$ cat src/hdl/nsqrt_pkg.sv
package nsqrt_pkg;

   localparam int VALUE_WIDTH     = 32;
   localparam int FRAC_BITS       = 16;
   localparam int LIMIT_WIDTH     = 6;
   localparam int CSR_INDEX_WIDTH = 2;

   localparam int SQ_WIDTH   = 2 * VALUE_WIDTH;
   // squaring retires two multiplier bits a cycle
   localparam int MUL_DIGITS = VALUE_WIDTH / 2;
   localparam int CNT_WIDTH  = $clog2(VALUE_WIDTH);

   localparam logic [LIMIT_WIDTH-1:0] SMALL_LIMIT_RESET = LIMIT_WIDTH'(10);
   localparam logic [LIMIT_WIDTH-1:0] LARGE_LIMIT_RESET = LIMIT_WIDTH'(50);

   typedef enum logic [CSR_INDEX_WIDTH-1:0] {
      CSR_SMALL_LIMIT = CSR_INDEX_WIDTH'(0),
      CSR_LARGE_LIMIT = CSR_INDEX_WIDTH'(1)
   } csr_index_type;

   typedef enum logic [2:0] {
      ST_IDLE,
      ST_SQUARE,
      ST_CHECK,
      ST_PREP,
      ST_DIVIDE,
      ST_UPDATE,
      ST_FINISH
   } state_type;

endpackage

$ cat src/hdl/nsqrt_if.sv
interface nsqrt_req_if import nsqrt_pkg::*;
();
   logic                   valid;
   logic                   ready;
   logic [VALUE_WIDTH-1:0] value_in;

   modport source (output valid, output value_in, input ready);
   modport sink (input valid, input value_in, output ready);
endinterface

interface nsqrt_rsp_if import nsqrt_pkg::*;
();
   logic                   valid;
   logic                   ready;
   logic [VALUE_WIDTH-1:0] root_out;
   logic [LIMIT_WIDTH-1:0] steps_used;
   logic                   limit_reached;

   modport source (output valid, output root_out, output steps_used, output limit_reached,
                   input ready);
   modport sink (input valid, input root_out, input steps_used, input limit_reached,
                 output ready);
endinterface

interface nsqrt_csr_if import nsqrt_pkg::*;
();
   logic                       valid;
   logic                       ready;
   logic [CSR_INDEX_WIDTH-1:0] index;
   logic [LIMIT_WIDTH-1:0]     data;

   modport source (output valid, output index, output data, input ready);
   modport sink (input valid, input index, input data, output ready);
endinterface

$ cat src/hdl/newton_square_root.sv
// Newton-Raphson square root of an unsigned Q16.16 word.
// req_if carries the operand word, rsp_if returns the root, the step count and
// a flag set when the step limit, not convergence, ended the iteration.
// csr_if writes the two step limits (index 0: operand below one, index 1:
// operand one or above); it is always ready and should be used only when idle.
// A zero operand goes straight to the output register. Otherwise each step is a
// radix-4 squaring followed by a restoring division, both on one shared shift
// datapath; a step whose quotient overflows skips the division.
// One word is in flight at a time; a new request is taken as soon as the
// previous result has been moved into the output register.
// If the receiver stalls, the response is held and a second finished result
// waits in the datapath until the output register frees up.
// Reset (synchronous) empties the block and restores limits 10 and 50.
module newton_square_root import nsqrt_pkg::*; (
   input logic        clock,
   input logic        reset,
   nsqrt_req_if.sink   req_if,
   nsqrt_rsp_if.source rsp_if,
   nsqrt_csr_if.sink   csr_if
);

   state_type state_ff, state_in;

   logic [LIMIT_WIDTH-1:0] small_limit_ff, small_limit_in;
   logic [LIMIT_WIDTH-1:0] large_limit_ff, large_limit_in;

   logic [VALUE_WIDTH-1:0] n_ff, n_in;
   logic [VALUE_WIDTH-1:0] g_ff, g_in;
   logic [SQ_WIDTH-1:0]    p_ff, p_in;
   logic [VALUE_WIDTH:0]   rem_ff, rem_in;
   logic [VALUE_WIDTH-1:0] dq_ff, dq_in;
   logic                   ovf_ff, ovf_in;
   logic                   ge_ff, ge_in;
   logic                   small_ff, small_in;
   logic                   hit_ff, hit_in;
   logic [LIMIT_WIDTH-1:0] steps_ff, steps_in;
   logic [LIMIT_WIDTH-1:0] limit_ff, limit_in;
   logic [CNT_WIDTH-1:0]   cnt_ff, cnt_in;

   logic                   rsp_valid_ff, rsp_valid_in;
   logic [VALUE_WIDTH-1:0] rsp_root_ff, rsp_root_in;
   logic [LIMIT_WIDTH-1:0] rsp_steps_ff, rsp_steps_in;
   logic                   rsp_hit_ff, rsp_hit_in;

   logic req_take;
   logic out_load;

   // check-stage compare
   logic [SQ_WIDTH-1:0]    target;
   logic [SQ_WIDTH:0]      diff_up;
   logic [SQ_WIDTH-1:0]    diff_dn;
   logic [SQ_WIDTH-1:0]    diff_sel;
   logic                   sq_ge;
   logic                   cond;
   logic                   at_limit;
   logic                   stop;

   // shared shift datapath
   logic [VALUE_WIDTH:0]   divisor;
   logic [VALUE_WIDTH+1:0] pp;
   logic [VALUE_WIDTH+1:0] trial;
   logic                   qbit;
   logic [VALUE_WIDTH:0]   sum;

   assign req_take = req_if.valid && (state_ff == ST_IDLE);
   assign out_load = (state_ff == ST_FINISH) && (!rsp_valid_ff || rsp_if.ready);

   assign target  = {{(SQ_WIDTH-VALUE_WIDTH-FRAC_BITS){1'b0}}, n_ff, {FRAC_BITS{1'b0}}};
   assign diff_up = {1'b0, p_ff} - {1'b0, target};
   assign diff_dn = target - p_ff;
   assign sq_ge   = !diff_up[SQ_WIDTH];
   assign diff_sel = sq_ge ? diff_up[SQ_WIDTH-1:0] : diff_dn;
   // below one: square still under 1.0; otherwise square still above n
   assign cond     = small_ff ? (p_ff[SQ_WIDTH-1:2*FRAC_BITS] == '0)
                              : (sq_ge && (diff_up[SQ_WIDTH-1:0] != '0));
   assign at_limit = (steps_ff >= limit_ff);
   assign stop     = !cond || at_limit || (g_ff == '0);

   assign divisor = {g_ff, 1'b0};
   assign pp      = {2'b00, p_ff[SQ_WIDTH-1:VALUE_WIDTH]}
                  + (p_ff[0] ? {2'b00, g_ff} : '0)
                  + (p_ff[1] ? {1'b0, g_ff, 1'b0} : '0);
   assign trial   = {rem_ff, dq_ff[VALUE_WIDTH-1]} - {1'b0, divisor};
   assign qbit    = !trial[VALUE_WIDTH+1];
   assign sum     = {1'b0, g_ff} + {1'b0, dq_ff};

   // next state
   always_comb begin
      state_in = state_ff;
      unique case (state_ff)
         ST_IDLE: begin
            if (req_take) begin
               state_in = (req_if.value_in == '0) ? ST_FINISH : ST_SQUARE;
            end
         end
         ST_SQUARE: begin
            if (cnt_ff == CNT_WIDTH'(MUL_DIGITS-1)) begin
               state_in = ST_CHECK;
            end
         end
         ST_CHECK: begin
            state_in = stop ? ST_FINISH : ST_PREP;
         end
         ST_PREP: begin
            state_in = (rem_ff >= divisor) ? ST_UPDATE : ST_DIVIDE;
         end
         ST_DIVIDE: begin
            if (cnt_ff == CNT_WIDTH'(VALUE_WIDTH-1)) begin
               state_in = ST_UPDATE;
            end
         end
         ST_UPDATE: begin
            state_in = ST_SQUARE;
         end
         ST_FINISH: begin
            if (out_load) begin
               state_in = ST_IDLE;
            end
         end
         default: begin
            state_in = ST_IDLE;
         end
      endcase
   end

   // datapath and outputs
   always_comb begin
      n_in     = n_ff;
      g_in     = g_ff;
      p_in     = p_ff;
      rem_in   = rem_ff;
      dq_in    = dq_ff;
      ovf_in   = ovf_ff;
      ge_in    = ge_ff;
      small_in = small_ff;
      hit_in   = hit_ff;
      steps_in = steps_ff;
      limit_in = limit_ff;
      cnt_in   = cnt_ff;

      unique case (state_ff)
         ST_IDLE: begin
            if (req_take) begin
               n_in     = req_if.value_in;
               g_in     = req_if.value_in;
               p_in     = {{VALUE_WIDTH{1'b0}}, req_if.value_in};
               small_in = (req_if.value_in != '0)
                          && (req_if.value_in[VALUE_WIDTH-1:FRAC_BITS] == '0);
               limit_in = ((req_if.value_in != '0)
                           && (req_if.value_in[VALUE_WIDTH-1:FRAC_BITS] == '0))
                          ? small_limit_ff : large_limit_ff;
               steps_in = '0;
               hit_in   = 1'b0;
               cnt_in   = '0;
            end
         end
         ST_SQUARE: begin
            p_in   = {pp, p_ff[VALUE_WIDTH-1:2]};
            cnt_in = cnt_ff + CNT_WIDTH'(1);
         end
         ST_CHECK: begin
            hit_in = cond && at_limit;
            ge_in  = sq_ge;
            rem_in = {1'b0, diff_sel[SQ_WIDTH-1:VALUE_WIDTH]};
            dq_in  = diff_sel[VALUE_WIDTH-1:0];
         end
         ST_PREP: begin
            // quotient of 2^VALUE_WIDTH or more swamps any guess
            ovf_in = (rem_ff >= divisor);
            cnt_in = '0;
         end
         ST_DIVIDE: begin
            rem_in = qbit ? trial[VALUE_WIDTH:0] : {rem_ff[VALUE_WIDTH-1:0], dq_ff[VALUE_WIDTH-1]};
            dq_in  = {dq_ff[VALUE_WIDTH-2:0], qbit};
            cnt_in = cnt_ff + CNT_WIDTH'(1);
         end
         ST_UPDATE: begin
            if (ge_ff) begin
               g_in = (ovf_ff || (dq_ff > g_ff)) ? '0 : (g_ff - dq_ff);
            end else begin
               g_in = (ovf_ff || sum[VALUE_WIDTH]) ? '1 : sum[VALUE_WIDTH-1:0];
            end
            p_in     = {{VALUE_WIDTH{1'b0}}, g_in};
            steps_in = steps_ff + LIMIT_WIDTH'(1);
            cnt_in   = '0;
         end
         ST_FINISH: begin
         end
         default: begin
         end
      endcase
   end

   // output register and limit registers
   always_comb begin
      rsp_valid_in = rsp_valid_ff;
      rsp_root_in  = rsp_root_ff;
      rsp_steps_in = rsp_steps_ff;
      rsp_hit_in   = rsp_hit_ff;
      if (out_load) begin
         rsp_valid_in = 1'b1;
         rsp_root_in  = g_ff;
         rsp_steps_in = steps_ff;
         rsp_hit_in   = hit_ff;
      end else if (rsp_if.ready) begin
         rsp_valid_in = 1'b0;
      end

      small_limit_in = small_limit_ff;
      large_limit_in = large_limit_ff;
      if (csr_if.valid) begin
         unique case (csr_index_type'(csr_if.index))
            CSR_SMALL_LIMIT: small_limit_in = csr_if.data;
            CSR_LARGE_LIMIT: large_limit_in = csr_if.data;
            default: begin
            end
         endcase
      end
   end

   always_ff @(posedge clock) begin
      if (reset) begin
         state_ff       <= ST_IDLE;
         rsp_valid_ff   <= 1'b0;
         small_limit_ff <= SMALL_LIMIT_RESET;
         large_limit_ff <= LARGE_LIMIT_RESET;
      end else begin
         state_ff       <= state_in;
         rsp_valid_ff   <= rsp_valid_in;
         small_limit_ff <= small_limit_in;
         large_limit_ff <= large_limit_in;
      end
   end

   always_ff @(posedge clock) begin
      n_ff         <= n_in;
      g_ff         <= g_in;
      p_ff         <= p_in;
      rem_ff       <= rem_in;
      dq_ff        <= dq_in;
      ovf_ff       <= ovf_in;
      ge_ff        <= ge_in;
      small_ff     <= small_in;
      hit_ff       <= hit_in;
      steps_ff     <= steps_in;
      limit_ff     <= limit_in;
      cnt_ff       <= cnt_in;
      rsp_root_ff  <= rsp_root_in;
      rsp_steps_ff <= rsp_steps_in;
      rsp_hit_ff   <= rsp_hit_in;
   end

   assign req_if.ready         = (state_ff == ST_IDLE);
   assign rsp_if.valid         = rsp_valid_ff;
   assign rsp_if.root_out      = rsp_root_ff;
   assign rsp_if.steps_used    = rsp_steps_ff;
   assign rsp_if.limit_reached = rsp_hit_ff;
   assign csr_if.ready         = 1'b1;

endmodule

$ cat src/flat_wrapper.sv
// flat-port wrapper written by rule: the top's interface ports become plain ports
module newton_square_root_flat import nsqrt_pkg::*;
  (clock, reset, req_if_valid, req_if_value_in, req_if_ready, rsp_if_valid, rsp_if_root_out, rsp_if_steps_used, rsp_if_limit_reached, rsp_if_ready, csr_if_valid, csr_if_index, csr_if_data, csr_if_ready);
  nsqrt_req_if req_if_i ();
  nsqrt_rsp_if rsp_if_i ();
  nsqrt_csr_if csr_if_i ();
  input logic clock;
  input logic reset;
  input wire logic [$bits(req_if_i.valid)-1:0] req_if_valid;
  input wire logic [$bits(req_if_i.value_in)-1:0] req_if_value_in;
  output wire logic [$bits(req_if_i.ready)-1:0] req_if_ready;
  output wire logic [$bits(rsp_if_i.valid)-1:0] rsp_if_valid;
  output wire logic [$bits(rsp_if_i.root_out)-1:0] rsp_if_root_out;
  output wire logic [$bits(rsp_if_i.steps_used)-1:0] rsp_if_steps_used;
  output wire logic [$bits(rsp_if_i.limit_reached)-1:0] rsp_if_limit_reached;
  input wire logic [$bits(rsp_if_i.ready)-1:0] rsp_if_ready;
  input wire logic [$bits(csr_if_i.valid)-1:0] csr_if_valid;
  input wire logic [$bits(csr_if_i.index)-1:0] csr_if_index;
  input wire logic [$bits(csr_if_i.data)-1:0] csr_if_data;
  output wire logic [$bits(csr_if_i.ready)-1:0] csr_if_ready;
  assign req_if_i.valid = req_if_valid;
  assign req_if_i.value_in = req_if_value_in;
  assign req_if_ready = req_if_i.ready;
  assign rsp_if_valid = rsp_if_i.valid;
  assign rsp_if_root_out = rsp_if_i.root_out;
  assign rsp_if_steps_used = rsp_if_i.steps_used;
  assign rsp_if_limit_reached = rsp_if_i.limit_reached;
  assign rsp_if_i.ready = rsp_if_ready;
  assign csr_if_i.valid = csr_if_valid;
  assign csr_if_i.index = csr_if_index;
  assign csr_if_i.data = csr_if_data;
  assign csr_if_ready = csr_if_i.ready;
  newton_square_root u_core (.clock(clock), .reset(reset), .req_if(req_if_i), .rsp_if(rsp_if_i), .csr_if(csr_if_i));
endmodule
$ cat config.mk
export PLATFORM = sky130hd
export DESIGN_NAME = newton_square_root_flat
export DESIGN_NICKNAME = d
export VERILOG_FILES = /design/src/hdl/nsqrt_pkg.sv /design/src/hdl/nsqrt_if.sv /design/src/hdl/newton_square_root.sv /design/src/flat_wrapper.sv
export SDC_FILE = /design/constraint.sdc
export NUM_CORES = 1
export LEC_CHECK = 0
export ABC_AREA = 1
export BUFFER_PORTS_ARGS = -buffer_cell sky130_fd_sc_hd__buf_2
export CAP_MARGIN = 5
export CORE_AREA = 2 2 247 225
export DETAILED_ROUTE_END_ITERATION = 16
export DIE_AREA = 0 0 249 227
export HOLD_SLACK_MARGIN = 0.06
export PLACE_DENSITY = 0.64
export SLEW_MARGIN = 20
export SYNTH_ARGS = -nofsm -noshare
export SYNTH_HDL_FRONTEND = slang
export SYNTH_SLANG_ARGS = --single-unit
$ cat constraint.sdc
create_clock -name clock -period 5.85 [get_ports clock]
set_input_delay 1.4625 -clock clock [delete_from_list [all_inputs] [get_ports clock]]
set_output_delay 1.4625 -clock clock [all_outputs]
set_load 0.005 [all_outputs]
==> impl_metrics.toml <==
[place]
io_buffers = 85
dp_hpwl_um = 88940
gp_congestion = 1.057
place_area_mm2 = 0.02790
place_inst = 4547

[synth]
syn_avg_cell_area_um2 = 7.012
ys_ff_latch = 269
ys_seq_area_share_pct = 29.59
synth_compound_gate_area_share_pct = 15.40
synthesis.area_mm2 = 0.02676
ys_dominant_reg_cell = "edfxtp_1"
synth-edff-count = 253
yosys.area.top_type = "edfxtp_1"
syn_inst = 3816
synth_top_family_by_area = "simple AND/OR/NAND/NOR gates"
synth-adder-area-share_pct = 13.73
synth_area_leaders = "edfxtp_1 28%, nand2_1 13%, ha_1 11%, inv_1 9.5%, a21oi_1 5.8%"
synthMuxAreaShare_pct = 0
yosys_warnings = 0
synth-simple-area-share_pct = 25.80
synthArstFlopShare_pct = 0
synth_xor_xnor_area_share_pct = 4.054
synth_cell_types = 63
synth_common_cells = "962 x nand2_1, 678 x inv_1, 322 x nor2_1"
syn_nets = 4133
synth_most_common_cell = "nand2_1"
synth_top_area_share_pct = 28.39

[sta]
fin_setup_tns_ns = 0
fin_crit_ns = 4.441
relSlewSlack_pct = 16.88
rsz0062_at_grt = "no"
period_share_pct = 75.91
fin_skew_ns = 0.02042
worst_slew_pin_slew_ns = 1.237
final_max_slew_viol_count = 0
hold_viol_final = 0
fmax_ghz = 0.2252
finalSetupViolCount = 0

[cts]
cts_tree = "built"
cts_setup_buffers = 0
htreeDepth = 2
cts_resized = 0
cts_hold_buf = 0
numCtsBuffers = 34
clk_pin_slew_ns = 0.07
clk_path_buf_depth = 3
cts.sinks = 269
root_buffer = "clkbuf_16"
clock_latency_ns = 0.56

[die]
chipWidth_um = 249
dieArea_mm2 = 0.05652
die_h_um = 227
num_rows = 81
core-area_mm2 = 0.05382
start_util_pct = 49.72
io_pins = 87

[finish]
finalNetCount = 4195
multi_input_area_mm2 = 0.01583
fillers = 5422
final_cells = 4609
layout-drive-gt1-share_pct = 7.176
syn2layout_area_growth_pct = 8.249
postLayoutCellArea_mm2 = 0.02896
ff_latch_area_mm2 = 0.007918

[run_status]
status = "completed"

[setup_path]
critPathMaxFanout = 8
r2r_end = "u_core.p_ff[57]"
reg2reg_slack_ns = 1.41
crit_required_ns = 6.16
slowest_delay_ns = 0.71
worstSetupEndpoint = "u_core.p_ff[57]"
crit_start = "u_core.g_ff[0]"
r2r-start = "u_core.g_ff[0]"
critPathBufInv = 1
crit_slowest_cell = "edfxtp_1"
path_depth = 19
start_kind = "flip-flop"
endpoint_kind = "flip-flop"
cp.arrival_ns = 4.75
path_class = "reg2reg"
path_cells = "nand2_1 -> fa_1 -> inv_1 -> ha_1 -> fa_1 -> nand2_1 -> nand2_1 -> o21ai_1 -> o21ai_1 -> a21boi_1 -> o21ai_1 -> a21oi_1 -> o21ai_1 -> a21oi_1 -> o21ai_1 -> a21boi_1 -> nand2_1 -> nand2_1 -> nor2_1"
cp_top_family = "compound AO/OA/AOI/OAI gates"
reg2reg_depth = 19

[hold_path]
hold_class = "reg2reg"
min-delay-start = "u_core.hit_ff"

[drt]
post-route-drc-count = 0
route.vias.total = 26663
wl_met1_um = 47820
routed_wirelength_um = 109600
drt-initial-drc-count = 3316
dr.pass1.iters = 8
met2_length_um = 44370
viasPerCell = 5.785
wire_per_inst_um = 23.78
ant_nets = 0
routed-wl-met3_um = 12300
highest_layer = "met5"

[grt]
grt_usage_pct = 38.68
grt_pass1_wl_um = 160700
grt_pass1_vias = 25111
grt_max_degree = 73
antenna_found_initial = 7
overflow = 0

[pwr]
ir_drop_mv = 0.3626
power.density_mw_per_mm2 = 633.7
leakage_nw = 14.33

[job]
maxCapViolCount = 0
==> power breakdown <==
group | switching [mW] | total (mW) | leakage [nW] | internal, mW
registers | 0.665 | 3.70 | 2.53 | 3.04
clock network | 0.901 | 2.09 | 0.517 | 1.19
logic | 8.81 | 12.6 | 11.3 | 3.75
total | 10.4 | 18.4 | 14.3 | 7.98
==> per-stage QoR <==
step / total power [mW] / setup slack, ns / util [%] / hold WS, ns
5_1_grt: 19.68 / 1.051 / 53.81 / 0.4703
4_1_cts: 17.89 / 1.506 / 53.80 / 0.4449
3_5_place_dp: 15.76 / 1.546 / 51.84 / 0.4057
2_1_floorplan: 11.86 / 0.4739 / - / 0.4003
6_report: 18.35 / 1.409 / 53.82 / 0.4413
3_3_place_gp: 15.77 / 1.610 / 51.84 / 0.4329
==> worst reg2reg max path: stages (launching register included) <==
cell and delay [ns]:
edfxtp_1 0.71, nand2_1 0.15, fa_1 0.54, inv_1 0.05, ha_1 0.23, fa_1 0.39
nand2_1 0.09, nand2_1 0.05, o21ai_1 0.13, o21ai_1 0.13, a21boi_1 0.23, o21ai_1 0.26
a21oi_1 0.33, o21ai_1 0.17, a21oi_1 0.26, o21ai_1 0.13, a21boi_1 0.18, nand2_1 0.07
nand2_1 0.06, nor2_1 0.04
==> how the worst min path moves through the flow <==
stage | endpoint | slack (ns) | depth (start not counted)
2_1_floorplan | u_core.rsp_if.limit_reached | 0.40 | 0
3_3_place_gp | u_core.rsp_if.limit_reached | 0.43 | 0
3_5_place_dp | u_core.rsp_if.limit_reached | 0.41 | 0
4_1_cts | u_core.rsp_if.limit_reached | 0.44 | 0
5_1_grt | u_core.rsp_if.limit_reached | 0.47 | 0
6_report | u_core.rsp_if.limit_reached | 0.44 | 0
==> sequential cells by signal, indices dropped and copies added, names as in the netlist, 32 cells and up <==
signal                  count
u_core.dq_ff               32
u_core.n_ff                32
u_core.g_ff                32
u_core.rem_ff              33
u_core.p_ff                64
u_core.rsp_if.root_out     32
==> kinds of logic after synthesis <==
| logic type | count (synthesis) |
|---|---|
| flip-flops | 269 |
| AO/OA/AOI/OAI | 716 |
| AND/OR/NAND/NOR | 1644 |
| buffers and inverters | 791 |
| XOR/XNOR | 123 |
| other | 1 |
| adder cells (fa/ha/maj) | 272 |
==> per-layer routing <==
metal	GRT usage, %	vias to the layer above
met3	9.216	253
met4	16.50	8
met2	56.76	1354
li1	-	12546
met1	54.46	12502
met5	0	-
==> placed cells by master (no fill, tap or decap), types with 21 or more instances in the layout <==
cell type,count
nand2_1,959
inv_1,677
nor2_1,317
a21oi_1,312
edfxtp_1,253
ha_1,236
o21ai_0,187
nand3_1,187
xor2_1,97
buf_2,85
nand4_1,36
fa_1,36
clkbuf_16,35
o21ai_1,34
nor3_1,33
o211ai_1,26
nand2_2,26
buf_4,26
a31oi_1,25
xnor2_1,25
inv_2,24
o21a_1,21
nor4_1,21
==> final cells by class <==
cell class | count | area share, %
multi-input cells | 2756 | 54.66
flip-flops and latches | 269 | 27.34
diodes | 2 | 0.01728
inverters | 706 | 9.149
repair buffers | 111 | 2.143
well taps | 705 | 3.045
clock buffers | 39 | 3.076
clock inverters | 21 | 0.5745
No activity file was read; power rests on OpenSTA's default activity.
